## src/bsc_pkg.sv

```systemverilog
// constants and types for the bcd stopwatch counter
package bsc_pkg;

  localparam int unsigned KEY_W      = 8;
  localparam int unsigned PRESCALE_W = 8;
  localparam int unsigned OUT_DATA_W = 32;

  localparam logic [5:0] KEY_TOGGLE = 6'h1A;
  localparam logic [5:0] KEY_CLEAR  = 6'h1B;

  localparam logic [PRESCALE_W-1:0] PRESCALE_RESET = 8'd40;

  localparam logic ACTION_TICK = 1'b0;
  localparam logic ACTION_KEY  = 1'b1;

  // hh:mm:ss.hh digits, hundredths at the bottom
  typedef struct packed {
    logic [1:0] hour_tens;
    logic [3:0] hour_units;
    logic [2:0] min_tens;
    logic [3:0] min_units;
    logic [2:0] sec_tens;
    logic [3:0] sec_units;
    logic [3:0] tenths;
    logic [3:0] hundredths;
  } digits_t;

  localparam digits_t DIGITS_ZERO = '0;

endpackage

```

## src/bcd_stopwatch_counter_top.sv

```systemverilog
// bcd stopwatch counter: hh:mm:ss.hh with prescaler, run/stop and clear keys
//
//  channel | direction | handshake            | payload
//  --------+-----------+----------------------+-----------------------------------------
//  in      | slave     | in_tvalid/in_tready  | tdata keycode, tuser action
//  out     | master    | out_tvalid/out_tready| tdata digits and running flag
//  cfg     | slave     | cfg_valid/cfg_ready  | cfg_data prescale
//
// one item per clock while in_tready is high; its result appears in the output register the cycle after transfer
// the state registers and the output register are both loaded in the transfer cycle,
// so a waiting result never stops the next item while out_tready is high
// in_tready drops only while the output register is full and out_tready is low
// reset (synchronous, rst_n low) stops the watch, clears digits and prescaler, prescale = 40
module bcd_stopwatch_counter_top (
  input  logic                                 clk,
  input  logic                                 rst_n,
  input  logic                                 in_tvalid,
  output logic                                 in_tready,
  input  logic [bsc_pkg::KEY_W-1:0]            in_tdata,  // [7:0] keycode
  input  logic [0:0]                           in_tuser,  // [0] action
  output logic                                 out_tvalid,
  input  logic                                 out_tready,
  // [3:0] hundredths, [7:4] tenths, [11:8] sec_units, [14:12] sec_tens,
  // [18:15] min_units, [21:19] min_tens, [25:22] hour_units, [27:26] hour_tens,
  // [28] running, [31:29] zero
  output logic [bsc_pkg::OUT_DATA_W-1:0]       out_tdata,
  input  logic                                 cfg_valid,
  output logic                                 cfg_ready,
  input  logic [bsc_pkg::PRESCALE_W-1:0]       cfg_data
);

  logic [bsc_pkg::PRESCALE_W-1:0] prescale_r;
  logic [bsc_pkg::PRESCALE_W-1:0] tick_r, tick_nxt;
  bsc_pkg::digits_t               digits_r, digits_nxt, digits_adv;
  logic                           run_r, run_nxt;
  logic                           out_valid_r;
  logic [bsc_pkg::OUT_DATA_W-1:0] out_data_r, out_data_nxt;

  logic                           in_xfer;
  logic [5:0]                     key;
  logic [bsc_pkg::PRESCALE_W:0]   tick_inc;
  logic                           c1, c2, c3, c4, c5, c6;

  assign in_tready = !out_valid_r || out_tready;
  assign in_xfer   = in_tvalid && in_tready;
  assign cfg_ready = 1'b1;
  assign key       = in_tdata[5:0];
  assign tick_inc  = {1'b0, tick_r} + 9'd1;

  // one hundredth forward, carry rippling through the digits
  always_comb begin
    digits_adv = digits_r;
    c1 = (digits_r.hundredths == 4'd9);
    digits_adv.hundredths = c1 ? 4'd0 : digits_r.hundredths + 4'd1;
    c2 = c1 && (digits_r.tenths == 4'd9);
    if (c1) begin
      digits_adv.tenths = (digits_r.tenths == 4'd9) ? 4'd0 : digits_r.tenths + 4'd1;
    end
    c3 = c2 && (digits_r.sec_units == 4'd9);
    if (c2) begin
      digits_adv.sec_units = (digits_r.sec_units == 4'd9) ? 4'd0 : digits_r.sec_units + 4'd1;
    end
    c4 = c3 && (digits_r.sec_tens == 3'd5);
    if (c3) begin
      digits_adv.sec_tens = (digits_r.sec_tens == 3'd5) ? 3'd0 : digits_r.sec_tens + 3'd1;
    end
    c5 = c4 && (digits_r.min_units == 4'd9);
    if (c4) begin
      digits_adv.min_units = (digits_r.min_units == 4'd9) ? 4'd0 : digits_r.min_units + 4'd1;
    end
    c6 = c5 && (digits_r.min_tens == 3'd5);
    if (c5) begin
      digits_adv.min_tens = (digits_r.min_tens == 3'd5) ? 3'd0 : digits_r.min_tens + 3'd1;
    end
    if (c6) begin
      if (digits_r.hour_units == 4'd9) begin
        digits_adv.hour_units = 4'd0;
        digits_adv.hour_tens  = (digits_r.hour_tens == 2'd2) ? 2'd0 : digits_r.hour_tens + 2'd1;
      end else begin
        digits_adv.hour_units = digits_r.hour_units + 4'd1;
      end
    end
    // wrap at 24 hours
    if (digits_adv.hour_tens == 2'd2 && digits_adv.hour_units == 4'd4) begin
      digits_adv = bsc_pkg::DIGITS_ZERO;
    end
  end

  always_comb begin
    tick_nxt   = tick_r;
    digits_nxt = digits_r;
    run_nxt    = run_r;
    if (in_tuser[0] == bsc_pkg::ACTION_TICK) begin
      if (run_r) begin
        if (tick_inc >= {1'b0, prescale_r}) begin
          tick_nxt   = '0;
          digits_nxt = digits_adv;
        end else begin
          tick_nxt = tick_inc[bsc_pkg::PRESCALE_W-1:0];
        end
      end
    end else if (key == bsc_pkg::KEY_TOGGLE) begin
      run_nxt = !run_r;
    end else if (key == bsc_pkg::KEY_CLEAR) begin
      run_nxt    = 1'b0;
      digits_nxt = bsc_pkg::DIGITS_ZERO;
    end
    out_data_nxt = {3'b000, run_nxt, digits_nxt};
  end

  always_ff @(posedge clk) begin
    if (!rst_n) begin
      prescale_r  <= bsc_pkg::PRESCALE_RESET;
      tick_r      <= '0;
      digits_r    <= bsc_pkg::DIGITS_ZERO;
      run_r       <= 1'b0;
      out_valid_r <= 1'b0;
    end else begin
      if (cfg_valid && cfg_ready) begin
        prescale_r <= cfg_data;
      end
      if (in_xfer) begin
        tick_r      <= tick_nxt;
        digits_r    <= digits_nxt;
        run_r       <= run_nxt;
        out_valid_r <= 1'b1;
      end else if (out_tready) begin
        out_valid_r <= 1'b0;
      end
    end
  end

  always_ff @(posedge clk) begin
    if (in_xfer) begin
      out_data_r <= out_data_nxt;
    end
  end

  assign out_tvalid = out_valid_r;
  assign out_tdata  = out_data_r;

  // hundredths, tens and hour digits stay inside their radix and below 24 hours
  assert property (@(posedge clk) disable iff (!rst_n)
    digits_r.sec_tens <= 3'd5 && digits_r.min_tens <= 3'd5 &&
    digits_r.hundredths <= 4'd9 && digits_r.hour_units <= 4'd9 &&
    !(digits_r.hour_tens == 2'd2 && digits_r.hour_units >= 4'd4) &&
    digits_r.hour_tens != 2'd3)
    else $error("digit out of range");

  // clear key stops the watch and zeroes every digit
  assert property (@(posedge clk) disable iff (!rst_n)
    in_xfer && in_tuser[0] == bsc_pkg::ACTION_KEY && in_tdata[5:0] == bsc_pkg::KEY_CLEAR
    |=> !run_r && digits_r == bsc_pkg::DIGITS_ZERO)
    else $error("clear key did not clear");

  // a tick while stopped leaves the count alone
  assert property (@(posedge clk) disable iff (!rst_n)
    in_xfer && in_tuser[0] == bsc_pkg::ACTION_TICK && !run_r
    |=> $stable(digits_r) && $stable(tick_r))
    else $error("stopped watch advanced");

  // every transfer in leaves a result in the output register
  assert property (@(posedge clk) disable iff (!rst_n)
    in_xfer |=> out_tvalid && out_tdata[28] == run_r)
    else $error("result missing after transfer");

endmodule

```

## config.mk

```make
export PLATFORM = sky130hd
export DESIGN_NAME = bcd_stopwatch_counter_top
export DESIGN_NICKNAME = d
export VERILOG_FILES = /design/src/bsc_pkg.sv /design/src/bcd_stopwatch_counter_top.sv
export SDC_FILE = /design/constraint.sdc
export NUM_CORES = 1
export LEC_CHECK = 0
export BUFFER_PORTS_ARGS = -buffer_cell sky130_fd_sc_hd__clkbuf_2
export CORE_UTILIZATION = 44
export DETAILED_ROUTE_END_ITERATION = 8
export HOLD_SLACK_MARGIN = 0.05
export SLEW_MARGIN = 10
export SYNTH_ARGS = -nofsm -noshare
export SYNTH_HDL_FRONTEND = slang
export SYNTH_SLANG_ARGS = --single-unit
```

## constraint.sdc

```tcl
create_clock -name clk -period 5.1 [get_ports clk]
set_clock_uncertainty 0.1 [all_clocks]
set_input_delay 0.255 -clock clk [delete_from_list [all_inputs] [get_ports clk]]
set_output_delay 0.255 -clock clk [all_outputs]
set_load 0.01 [all_outputs]
```

# Word level (Yosys, flattened, before mapping)

Index checks and enable logic that the tools add are counted.

$add $sub $neg: 9
$mul: 0
Divide/modulo/power cells: 0
Order comparisons: 1
Equal/unequal tests: 12
Shift-type cells: 0
Muxes and demuxes: 27
Bitwise logic cells: 1
Reductions and logical operators: 12

Operator list:

| kind                                           | count |
|---|---|
| 2-to-1 mux 28 bit                              | 6 |
| 2-to-1 mux 4 bit                               | 8 |
| adder 4 x 1 -> 4 bit (second input constant)   | 5 |
| == test 4 bit (second input constant)          | 5 |
| == test 6 x 5 -> 1 bit (second input constant) | 2 |
| 2-to-1 mux 3 bit                               | 4 |
| adder 8 x 1 -> 9 bit (second input constant)   | 1 |
| >= comparator 9 x 8 -> 1 bit                   | 1 |
| 2-to-1 mux 8 bit                               | 1 |
| logical AND 1 bit                              | 7 |
| adder 3 x 1 -> 3 bit (second input constant)   | 2 |
| == test 3 bit (second input constant)          | 2 |
| 2-to-1 mux 6 bit                               | 1 |
| 2-to-1 mux 1 bit                               | 5 |
| == test 2 bit (second input constant)          | 2 |
| == test 4 x 3 -> 1 bit (second input constant) | 1 |
| 2-to-1 mux 2 bit                               | 2 |
| AND reduction 3 bit                            | 1 |
| adder 2 x 1 -> 2 bit (second input constant)   | 1 |
| logical NOT 1 bit                              | 2 |
| nonzero test 2 bit                             | 1 |
| logical OR 1 bit                               | 1 |
| inverter 1 bit                                 | 1 |

Register bits after elaboration: 75
Latch bits: 0
Bits in writable memories: 0
Bits in read-only memories: 0
Input bits: 22
Output and inout port bits: 35
Word-level logic and storage cells: 75
Memories kept: 0

# Logic depth before layout (Yosys ltp)

Gate-level depths: netlist of run 1.

Word-level depth: 13
Mapped depth: 14
Depth with buffers taken out: 12

# Least setup slack after synthesis of run 1

OpenSTA, ideal clock, no wires.

Path kind: register -> register
Start: register tick_r[0] (netlist bit)
End: register out_data_r, in the netlist out_tdata[21] (data pin)
Data arrival time: 2.907 ns
Slack: 1.837 ns
Stages on the path, launching flop included: 13
Clock period less this slack: 3.263 ns
Path through: dfxtp_1 ha_1 and3_1 buf_2 nand3_1 xnor2_1 ha_1 a21oi_1 a21boi_0 a2111oi_4 nor2_1 a31o_2 a22o_1

RTL lines:

| item                     | line                             | RTL |
|---|---|---|
| start: declaration       | bcd_stopwatch_counter_top.sv:33  | `logic [bsc_pkg::PRESCALE_W-1:0] tick_r, tick_nxt;` |
| start signal: assignment | bcd_stopwatch_counter_top.sv:123 | `tick_r <= tick_nxt;` |
| end signal: assignment   | bcd_stopwatch_counter_top.sv:135 | `out_data_r <= out_data_nxt;` |
| end: declaration         | bcd_stopwatch_counter_top.sv:37  | `logic [bsc_pkg::OUT_DATA_W-1:0] out_data_r, out_data_nxt;` |

# Worst setup path after layout of run 1

Start: register tick_r[0] (netlist bit)
End: register digits_r[24] (netlist bit)

Word-level cells in the longest chain between the ends: 5

Ends and longest elaborated chain:

| item                         | line                             | RTL |
|---|---|---|
| adder 8 x 1 -> 9 bit         | bcd_stopwatch_counter_top.sv:48  | `assign tick_inc = {1'b0, tick_r} + 9'd1;` |
| >= comparator 9 x 8 -> 1 bit | bcd_stopwatch_counter_top.sv:95  | `if (tick_inc >= {1'b0, prescale_r}) begin` |
| 2-to-1 mux 28 bit            | bcd_stopwatch_counter_top.sv:95  |  |
| 2-to-1 mux 28 bit            | bcd_stopwatch_counter_top.sv:94  | `if (run_r) begin` |
| 2-to-1 mux 28 bit            | bcd_stopwatch_counter_top.sv:93  | `if (in_tuser[0] == bsc_pkg::ACTION_TICK) begin` |
| end signal: assignment       | bcd_stopwatch_counter_top.sv:115 | `digits_r <= bsc_pkg::DIGITS_ZERO;` |
| end signal: assignment       | bcd_stopwatch_counter_top.sv:124 | `digits_r <= digits_nxt;` |
| end: declaration             | bcd_stopwatch_counter_top.sv:34  | `bsc_pkg::digits_t digits_r, digits_nxt, digits_adv;` |

No other way between the ends.
A chain may end at the register's enable or synchronous reset.

==> metrics.md, run 1 <==
| Metric | Value |
|---|---|
| Status | completed |
| Cell Rows | 36 |
| Peak Freq | between 200 and 250 MHz |
| Synth area leader | dfxtp_1 |
| Critical setup path kind | reg2reg |
| Starting Density | about 45% |
| RSZ-0062 raised after global routing | false |
| Reg-to-reg endpoint | digits_r[24]$_SDFFE_PN0P_ |
| Yosys synthesis warning count | 0 |
| Syn Inst Count | 492 |
| Antenna fix cells | 0 |
| Drt pass-1 iters | 5 |
| Total grt overflow | 0 |
| CTS tree | done |
| Worst R2R Setup Slack | approximately 0.95 ns |
| Worst EP required | between 5 and 6 ns |
| Gpl congestion | 0.926 |
| Via density per instance | between 5 and 6 |
| Post-route ant nets | 0 |
| Post-Place Cells | roughly 650 |
| Commonest non-fill, non-tap cells in the layout | nand2_1, nor2_1, clkbuf_2, dfxtp_1, o21ai_0 |
| Reg clk slew, reported paths | roughly 0.070 ns |
| Setup crit start | tick_r[0]$_SDFFE_PN0P_ |
| Worst reg2reg path startpoint | tick_r[0]$_SDFFE_PN0P_ |
| CTS H-tree depth | 3 |
| Predominant post-synthesis flop cell | dfxtp_1 |
| Worst-path maximum fanout | 16 |
| Setup violators final | 0 |
| P&R area growth vs syn | 12.4% |
| Pin count of the biggest net entering global routing | 32 |
| CP Capture Type | flip-flop |
| #FFs+latches synth | between 70 and 80 |
| PD cells | around 230 nW/um^2 |
| Final hold violations | 0 |
| Multi-input gate area | around 2400 um^2 |
| Arrival @ worst endpoint | about 4.4 ns |
| Peak VDD IR | between 0.09 and 0.1 mV |
| Setup TNS | 0 ns |
| Die Ht | between 100 and 150 um |
| Max clock buf depth | 2 |
| Final min period | roughly 4.2 ns |
| Via count | a little under 4000 |
| Worst-skew pair later-pin latency | 0.37 ns |
| Leading post-synthesis cells by cell area | dfxtp_1, edfxtp_1, nand2_1 |
| HPWL after detailed placement | about 7.5 mm |
| Residual DRC count | 0 |
| 1st-iter DRT viols | 340 |
| Register area share after synthesis | approximately 40% |
| Die width | 102 um |
| Top cell type's share of synthesized area | between 20% and 30% |
| Initial antenna violation count | 0 |
| Post-layout util | 50.7% |
| Layout net count | roughly 570 |
| Startpoint Class | flip-flop |
| Leak Pwr | between 1.5 and 2 nW |
| # hold bufs at CTS | 8 |
| # IOs | 57 |
| Full die area | slightly above 10000 um^2 |
| Vias in the first global route | 3390 |
| CTS resizes | 0 |
| Normalized max-slew margin | roughly 25% |
| Max Transition Viols Final | 0 |
| GRT Util Overall | about 22% |
| Worst R2R Path Depth | 12 |
| Core area | slightly below 10000 um^2 |
| EDFF count, synth | 29 |
| Cell Count, Final, Fillers Out | 676 |
| Hold crit path type | in2reg |
| First-pass GRT wire length | 17.4 mm |
| Synth Cell Area | 4370 um^2 |
| Syn Area/Cell | 8.89 um^2 |
| Storage cell area | between 1500 and 2000 um^2 |
| CTS sink count | 75 |
| CTS Buf Count | 9 |
| Clk Tree Root Cell | clkbuf_8 |
| Fin crit share | between 80% and 90% |
| Crit path capture | digits_r[24]$_SDFFE_PN0P_ |
| # Post-CTS Setup Buffers | 0 |
| Async SR Flop Fraction | 0% |
| Synth cell types | 74 |
| Total power | 1.14 mW |
| Slew @ Worst Pin | roughly 1.1 ns |
| PortBufs | 50 |
| Layout fillers | between 900 and 1000 |
| Layout cell share with drive strength beyond 1 | between 15 and 20% |
| DR WL/cell | between 15 and 20 um |
| Total Routed Length | around 11 mm |
| Max Cap Viol | 0 |
cell usage after synthesis, types with 5 or more instances:
master	n
nor2_1	52
nand3b_1	5
nand2_1	52
o31ai_1	8
a21o_1	6
nand2b_1	12
dfxtp_1	46
o21ai_0	31
buf_4	5
and2_1	8
o211ai_1	6
nand4_1	7
a22oi_1	9
clkbuf_1	17
ha_1	11
a31oi_1	6
and3_1	10
buf_2	5
inv_1	19
nand3_1	15
a21oi_1	25
nor3_1	11
edfxtp_1	29
mux2i_1	11
kinds of logic after synthesis:
family | Yosys count | synth area share (%)
AO/OA/AOI/OAI | 129 | 20.2
XOR/XNOR | 7 | 1.40
buffers and inverters | 47 | 4.78
flip-flops | 75 | 41.0
AND/OR/NAND/NOR | 209 | 26.5
multiplexers | 12 | 2.78
adder cells (fa/ha/maj) | 11 | 3.15
other | 2 | 0.172
critical path, stage by stage (launching register included):
cell       delay (ns)
dfxtp_1          0.40
ha_1             0.26
and3_1           0.30
nand3_1          0.16
xnor2_1          0.16
ha_1             0.31
a21oi_1          0.13
a21boi_0         0.17
a2111o_1         0.65
a21boi_2         0.59
nand2b_1         0.57
o2bb2ai_1        0.17
and2_1           0.13
power by group:
part           total (mW)  switching, mW  leakage (nW)  internal [mW]
clock               0.390          0.218        0.0792          0.172
sequential          0.647        0.00774         0.662          0.639
combinational       0.100         0.0655          1.24         0.0345
total                1.14          0.291          1.98          0.846
worst min path at each step:
stage                               startpoint                          to  slack (ns)  cells past startpoint
floorplan                            in_tvalid     out_tvalid$_SDFFE_PN0P_        0.28                      2
global placement                   cfg_data[3]  prescale_r[3]$_SDFFE_PN1P_        0.38                      3
detailed placement  prescale_r[6]$_SDFFE_PN0P_  prescale_r[6]$_SDFFE_PN0P_        0.38                      2
CTS                                cfg_data[7]  prescale_r[7]$_SDFFE_PN0P_        0.05                      3
global route                       cfg_data[7]  prescale_r[7]$_SDFFE_PN0P_        0.09                      3
finish                             cfg_data[7]  prescale_r[7]$_SDFFE_PN0P_        0.04                      3
registers in the layout, summed over array words and instances, names as in the netlist:
name	cells
out_tdata	29
digits_r	28
prescale_r	8
tick_r	8
out_tvalid	1
run_r	1
metal layers:
layer | vias up | track usage (%) | wire (um)
met5 | - | 0 | 0
met4 | 0 | 8.58 | 199
met1 | 1801 | 29.9 | 5140
met2 | 132 | 35.0 | 5020
met3 | 21 | 4.55 | 565
li1 | 1899 | - | -
cell type report:
cell class | count | share of cell area, %
multi-input cells | 372 | 48.4
flip-flops and latches | 75 | 36.5
repair buffers | 61 | 7.18
well taps | 133 | 3.39
clock buffers | 12 | 2.75
inverters | 19 | 1.45
clock inverters | 4 | 0.356
per-stage QoR:
step / cell area [um^2] / worst slack [ns] / hold slack [ns]
after global routing: 4910 / 0.693 / 0.0859
after floorplan: 4380 / 1.84 / 0.284
after CTS: 4910 / 1.01 / 0.0507
final: 4910 / 0.949 / 0.0386
after global placement: 4680 / 1.06 / 0.377
after detailed placement: 4680 / 1.04 / 0.383
No activity file was read; power rests on OpenSTA's default activity.
==> inputs of run 2 (changes only) <==
ABC_AREA = 1   (was default)
clock period = 3.83 ns   (was 5.1 ns; I/O delays follow)
==> metrics.md, run 2 <==
| Metric | Value |
|---|---|
| Status | completed |
| DR WL/cell | 13.0 um (-20%) |
| Total power | 1.93 mW (+69%) |
| Synth area leader | dfxtp_1 |
| Max Transition Viols Final | 0 (unchanged) |
| Die Ht | 104 um (+2.1%) |
| Layout fillers | 1013 (+11%) |
| Fin crit share | 91.8% (+10 points) |
| Max clock buf depth | 2 (unchanged) |
| Largest register FFs | 29 (unchanged) |
| CP Capture Type | flip-flop |
| HPWL after detailed placement | 7.34 mm (-1.8%) |
| # hold bufs at CTS | 11 (+3) |
| Switching Share | 27.9% (+2.3 points) |
| Commonest non-fill, non-tap cell in the layout | nand2_1 |
| Hold crit path type | in2reg |
| Synth Cell Area | 4560 um^2 (+4.2%) |
| Post-route ant nets | 0 (unchanged) |
| Arrival @ worst endpoint | 3.52 ns (-0.84 ns) |
| First-pass GRT wire length | 18.3 mm (+5.1%) |
| Final WS setup | 0.315 ns (-0.634 ns) |
| Initial antenna violation count | 0 (unchanged) |
| CTS Buf Count | 9 (unchanged) |
| Drt pass-1 iters | 5 (unchanged) |
| CTS H-tree depth | 3 (unchanged) |
| Post-route cell area | 5230 um^2 (+6.4%) |
| RSZ-0062 raised after global routing | false |
| Normalized max-slew margin | 34.8% (+10 points) |
| Setup TNS | 0 ns (unchanged) |
| Worst-skew pair later-pin latency | 0.36 ns (about the same) |
| Clk Tree Root Cell | clkbuf_8 |
| Final min period | 3.51 ns (-0.636 ns) |
| Async SR Flop Fraction | 0% (unchanged) |
| Post-synth top cells | nand2_1, inv_1, a21oi_1, o21ai_0, dfxtp_1 |
| Setup violators final | 0 (unchanged) |
| Post-Place Cells | 811 (+24%) |
| Placed Area | 4880 um^2 (+4.3%) |
| Startpoint Class | flip-flop |
| Top cell type's share of synthesized area | 20.2% (-0.86 points) |
| Residual DRC count | 0 (unchanged) |
| 1st-iter DRT viols | 183 (-46%) |
| Cell Count, Final, Fillers Out | 838 (+24%) |
| Predominant post-synthesis flop cell | dfxtp_1 |
| Max Cap Viol | 0 (unchanged) |
| Cell Rows | 36 (unchanged) |
| Reg clk slew, reported paths | 0.08 ns (about the same) |
| # IOs | 57 (unchanged) |
| Layout net count | 733 (+28%) |
| Syn Inst Count | 648 (+32%) |
| Pre-CTS setup slack | 0.357 ns (-0.684 ns) |
| Final hold violations | 0 (unchanged) |
| Die width | 104 um (+2.1%) |
| Leading post-synthesis cells by cell area | dfxtp_1, edfxtp_1, nand2_1 |
| Commonest non-fill, non-tap cells in the layout | nand2_1, inv_1, a21oi_1, o21ai_0, clkbuf_2 |
| Gpl congestion | 0.864 (-6.6%) |
| EDFF count, synth | 29 (unchanged) |
| Core area | 9910 um^2 (+2.3%) |
| Clock share of power | 35.7% (+1.4 points) |
| Total grt overflow | 0 (unchanged) |
| Layout cell share with drive strength beyond 1 | 14.8% (-0.90 points) |
| Total Routed Length | 10.9 mm (-0.24%) |
| Critical setup path kind | reg2reg |
| CTS sink count | 75 (unchanged) |
| Starting Density | 46.0% (+0.84 points) |
| Syn Area/Cell | 7.03 um^2 (-21%) |
| Antenna fix cells | 0 (unchanged) |
| #FFs+latches synth | 75 (unchanged) |
| Peak VDD IR | 0.189 mV (+90%) |
| Peak Freq | 285 MHz (+18%) |
| Yosys synthesis warning count | 0 (unchanged) |
| Full die area | 10800 um^2 (+4.2%) |
| Slew @ Worst Pin | 0.978 ns (-0.150 ns) |
| Via count | 4357 (+13%) |
| Synth cell types | 35 (-53%) |
| Int Pwr | 1.39 mW (+64%) |
| Seq pwr share | 48.5% (-8.4 points) |
| Via density per instance | 5.20 (-8.8%) |
| Most frequent cell after synthesis | nand2_1 |
| GRT Util Overall | 21.2% (-1.0 points) |
| Switch Pwr | 0.537 mW (+85%) |
| CTS resizes | 0 (unchanged) |
| Worst EP required | 3.84 ns (-1.47 ns) |
| Worst-path maximum fanout | 15 (-1) |
| Register area share after synthesis | 39.3% (-1.7 points) |
| Vias in the first global route | 3963 (+17%) |
| # Post-CTS Setup Buffers | 0 (unchanged) |
| Pin count of the biggest net entering global routing | 49 (+53%) |
| P&R area growth vs syn | 14.7% |
| Final hold slack | 0.0903 ns (+0.0517 ns) |
| PortBufs | 50 (unchanged) |
| Comb pwr share | 15.8% (+7.0 points) |
| PD cells | 368 nW/um^2 (+59%) |
| Leak Pwr | 2.40 nW (+21%) |
| CTS tree | done |
| Post-layout util | 52.8% (+2.0 points) |
-- run 2: logic make-up (layout without fill, tap and decap cells) --
logic type               after synthesis  count (layout)  synth area share (%)
AO/OA/AOI/OAI                        155             155                  17.2
buffers and inverters                122             177                  11.1
adder cells (fa/ha/maj)               11              11                  3.02
other                                  2               4                 0.165
XOR/XNOR                               8               8                  1.54
AND/OR/NAND/NOR                      275             275                  27.7
flip-flops                            75              75                  39.3
-- run 2: power by group through the flow --
| stage | Sequential, mW | Combinational [mW] | Clock (mW) |
|---|---|---|---|
| after floorplan | 0.958 | 0.201 | 0 |
| final | 0.935 | 0.304 | 0.687 |
| after detailed placement | 0.952 | 0.294 | 0 |
| after global placement | 0.951 | 0.288 | 0 |
| after CTS | 0.935 | 0.305 | 0.701 |
| after global routing | 0.943 | 0.347 | 0.733 |
-- run 2: routing by layer --
metal | track usage [%] | vias to the layer above | share of wire (%)
met4 | 10.2 | 0 | 2.1
li1 | - | 2212 | -
met3 | 2.64 | 19 | 4.8
met2 | 34.1 | 123 | 45
met5 | 0 | - | 0
met1 | 28.1 | 2003 | 48
-- run 2: final timing paths --
kind                                    from                    endpoint  slack [ns]  cells past startpoint
hold / removal                     cfg_valid  prescale_r[0]$_SDFFE_PN0P_        0.09                      3
setup / recovery      tick_r[0]$_SDFFE_PN0P_      out_tdata[4]$_DFFE_PP_        0.32                     18
hold reg to reg   prescale_r[6]$_SDFFE_PN0P_  prescale_r[6]$_SDFFE_PN0P_        0.37                      2
setup reg to reg      tick_r[0]$_SDFFE_PN0P_      out_tdata[4]$_DFFE_PP_        0.32                     18
-- run 2: cell type report --
type	count	area, um^2	area share, %
repair buffers	66	410	7.85
flip-flops and latches	75	1790	34.3
multi-input cells	453	2270	43.4
well taps	133	166	3.18
clock buffers	14	226	4.33
inverters	95	357	6.82
clock inverters	2	8.76	0.167
-- run 2: worst max-delay path, cell delays in order (launching register included) --
cell	delay (ns)
dfxtp_1	0.40
ha_1	0.21
nand2_1	0.07
nor2_2	0.17
nand3_1	0.11
xor2_1	0.13
inv_1	0.07
ha_1	0.31
nand2_1	0.06
nor4_1	0.30
nand2_1	0.11
nand3_2	0.24
nand2_2	0.26
inv_2	0.31
nand3_1	0.11
nand2_1	0.08
nor2_1	0.04
nand2_1	0.12
nand2_1	0.07
==> inputs of run 3 (changes only) <==
CELL_PAD_IN_SITES_DETAIL_PLACEMENT = 0   (was default)
CELL_PAD_IN_SITES_GLOBAL_PLACEMENT = 1   (was default)
CORE_UTILIZATION = 42   (was 44)
PLACE_DENSITY_LB_ADDON = 0.1   (was default)
SKIP_CTS_REPAIR_TIMING = 1   (was default)
==> metrics.md, run 3 (synthesis results as in run 2) <==
| Metric | Value |
|---|---|
| Final hold slack | 0.00817 ns (-0.0821 ns) |
| DR WL/cell | 13.4 um (+3.4%) |
| Antenna fix cells | 0 (unchanged) |
| First-pass GRT wire length | 18.7 mm (+1.9%) |
| Max clock buf depth | 2 (unchanged) |
| Placed Area | 4880 um^2 (-0.18%) |
| Switch Pwr | 0.551 mW (+2.6%) |
| Max Transition Viols Final | 0 (unchanged) |
| Clk Tree Root Cell | clkbuf_8 |
| Setup TNS | 0 ns (unchanged) |
| Fin crit share | 88.7% (-3.1 points) |
| CTS sink count | 75 (unchanged) |
| Setup violators final | 0 (unchanged) |
| Largest register FFs | 29 (unchanged) |
| Layout net count | 731 (-0.27%) |
| # IOs | 57 (unchanged) |
| Worst-path maximum fanout | 24 (+9) |
| Initial antenna violation count | 0 (unchanged) |
| P&R area growth vs syn | 13.5% |
| CP Capture Type | flip-flop |
| CTS Buf Count | 9 (unchanged) |
| Critical setup path kind | reg2reg |
| Clock share of power | 35.6% (about the same) |
| Met1 wire length | 5.30 mm (+0.72%) |
| Commonest non-fill, non-tap cells in the layout | nand2_1, inv_1, a21oi_1, o21ai_0, clkbuf_2 |
| RSZ-0062 raised after global routing | false |
| Peak VDD IR | 0.220 mV (+17%) |
| Arrival @ worst endpoint | 3.55 ns (+0.03 ns) |
| Endpoint with the worst hold slack | prescale_r[1]$_SDFFE_PN0P_ |
| Hold path cells | 3 (unchanged) |
| Core area | 10400 um^2 (+5.1%) |
| PortBufs | 50 (unchanged) |
| HPWL after detailed placement | 7.44 mm (+1.4%) |
| Worst-skew pair later-pin latency | 0.36 ns (about the same) |
| Reg-to-reg endpoint | digits_r[25]$_SDFFE_PN0P_ |
| Layout cell share with drive strength beyond 1 | 14.5% (-0.24 points) |
| Met3 wire length | 469 um (-10%) |
| Metal2 WL | 5.36 mm (+9.9%) |
| Worst EP required | 3.99 ns (+0.15 ns) |
| Total grt overflow | 0 (unchanged) |
| Commonest non-fill, non-tap cell in the layout | nand2_1 |
| Via density per instance | 5.07 (-2.5%) |
| Peak Freq | 294 MHz (+3.5%) |
| Uppermost routed layer | met4 |
| Vias in the first global route | 3879 (-2.1%) |
| Max Cap Viol | 0 (unchanged) |
| Int Pwr | 1.36 mW (-2.0%) |
| Total Routed Length | 11.3 mm (+3.5%) |
| Drt pass-1 iters | 5 (unchanged) |
| Via count | 4252 (-2.4%) |
| Switching Share | 28.8% (+0.94 points) |
| Normalized max-slew margin | 37.5% (+2.7 points) |
| Cell Count, Final, Fillers Out | 839 (+0.12%) |
| Residual DRC count | 0 (unchanged) |
| 1st-iter DRT viols | 268 (+46%) |
| Layout fillers | 1096 (+8.2%) |
| Post-route cell area | 5170 um^2 (-1.1%) |
| Cell Rows | 37 (+2.8%) |
| Status | completed |
| Gpl congestion | 0.823 (-4.8%) |
| Hold crit path type | in2reg |
| Pin count of the biggest net entering global routing | 63 (+29%) |
| Post-layout util | 49.7% (-3.1 points) |
| Reg clk slew, reported paths | 0.08 ns (about the same) |
| CTS tree | done |
| Full die area | 11300 um^2 (+4.7%) |
| Worst Hold Launch | cfg_data[1] |
| Die width | 106 um (+2.3%) |
| Final min period | 3.40 ns (-0.119 ns) |
| Worst reg2reg path startpoint | tick_r[0]$_SDFFE_PN0P_ |
| Post-Place Cells | 814 (+0.37%) |
| Die Ht | 106 um (+2.3%) |
| PD cells | 370 nW/um^2 (+0.38%) |
| Worst R2R Setup Slack | 0.43 ns (+0.12 ns) |
| Comb pwr share | 15.6% (-0.2 points) |
| Final hold violations | 0 (unchanged) |
| Slew @ Worst Pin | 0.938 ns (-0.0405 ns) |
| GRT Util Overall | 21.2% (+0.047 points) |
| Post-route ant nets | 0 (unchanged) |
| Startpoint Class | flip-flop |
| Starting Density | 43.8% (-2.2 points) |
| Leak Pwr | 2.37 nW (-1.3%) |
| CTS H-tree depth | 3 (unchanged) |
| Worst R2R Path Depth | 18 (unchanged) |
| Seq pwr share | 48.9% (+0.4 points) |
-- run 3: cell type report --
cell class	count	area [um^2]	area share, %
clock buffer	10	128	2.47
clock inverter	6	80.1	1.55
inverter	95	357	6.89
multi-input combinational	453	2270	43.9
sequential	75	1790	34.6
tap	136	170	3.29
timing repair buffer	64	378	7.30
-- run 3: power by group through the flow --
| stage | combinational [mW] | sequential [mW] | clock (mW) |
|---|---|---|---|
| 2_1_floorplan | 0.201 | 0.958 | 0 |
| 3_3_place_gp | 0.287 | 0.952 | 0 |
| 3_5_place_dp | 0.291 | 0.954 | 0 |
| 4_1_cts | 0.292 | 0.935 | 0.692 |
| 5_1_grt | 0.344 | 0.943 | 0.722 |
| 6_report | 0.298 | 0.934 | 0.680 |
-- run 3: critical path, cell delays in order (launching register included) --
cell and delay (ns):
dfxtp_1 0.41, ha_1 0.21, nand2_1 0.07, nor2_2 0.17, nand3_1 0.11, xor2_1 0.14
inv_1 0.07, ha_1 0.31, a21oi_1 0.16, o211ai_1 0.10, nor2_1 0.12, nand3_2 0.23
nand2_2 0.24, buf_4 0.34, a21oi_1 0.11, o21ai_1 0.12, o21ai_1 0.10, o21ai_1 0.13
inv_1 0.05
-- run 3: worst max-delay path by stage --
stage / endpoint / slack [ns] / from
after floorplan: out_tdata[14]$_DFFE_PP_ / 1.00 / tick_r[0]$_SDFFE_PN0P_
after global placement: out_tdata[4]$_DFFE_PP_ / 0.49 / tick_r[0]$_SDFFE_PN0P_
after detailed placement: out_tdata[4]$_DFFE_PP_ / 0.47 / tick_r[0]$_SDFFE_PN0P_
after CTS: digits_r[25]$_SDFFE_PN0P_ / 0.45 / tick_r[0]$_SDFFE_PN0P_
after global routing: digits_r[4]$_SDFFE_PN0P_ / 0.06 / tick_r[0]$_SDFFE_PN0P_
final: digits_r[25]$_SDFFE_PN0P_ / 0.43 / tick_r[0]$_SDFFE_PN0P_
-- run 3: per-stage QoR --
stage | total power, mW | worst slack, ns
detailed placement | 1.24 | 0.468
CTS | 1.92 | 0.446
global route | 2.01 | 0.0619
global placement | 1.24 | 0.488
finish | 1.91 | 0.434
floorplan | 1.16 | 1.00
-- run 3: metal layers --
metal  global-route usage [%]  vias to the layer above
li1                         -                     2206
met1                     27.3                     1938
met2                     35.7                       97
met3                     4.11                       11
met4                     6.75                        0
met5                        0                        -
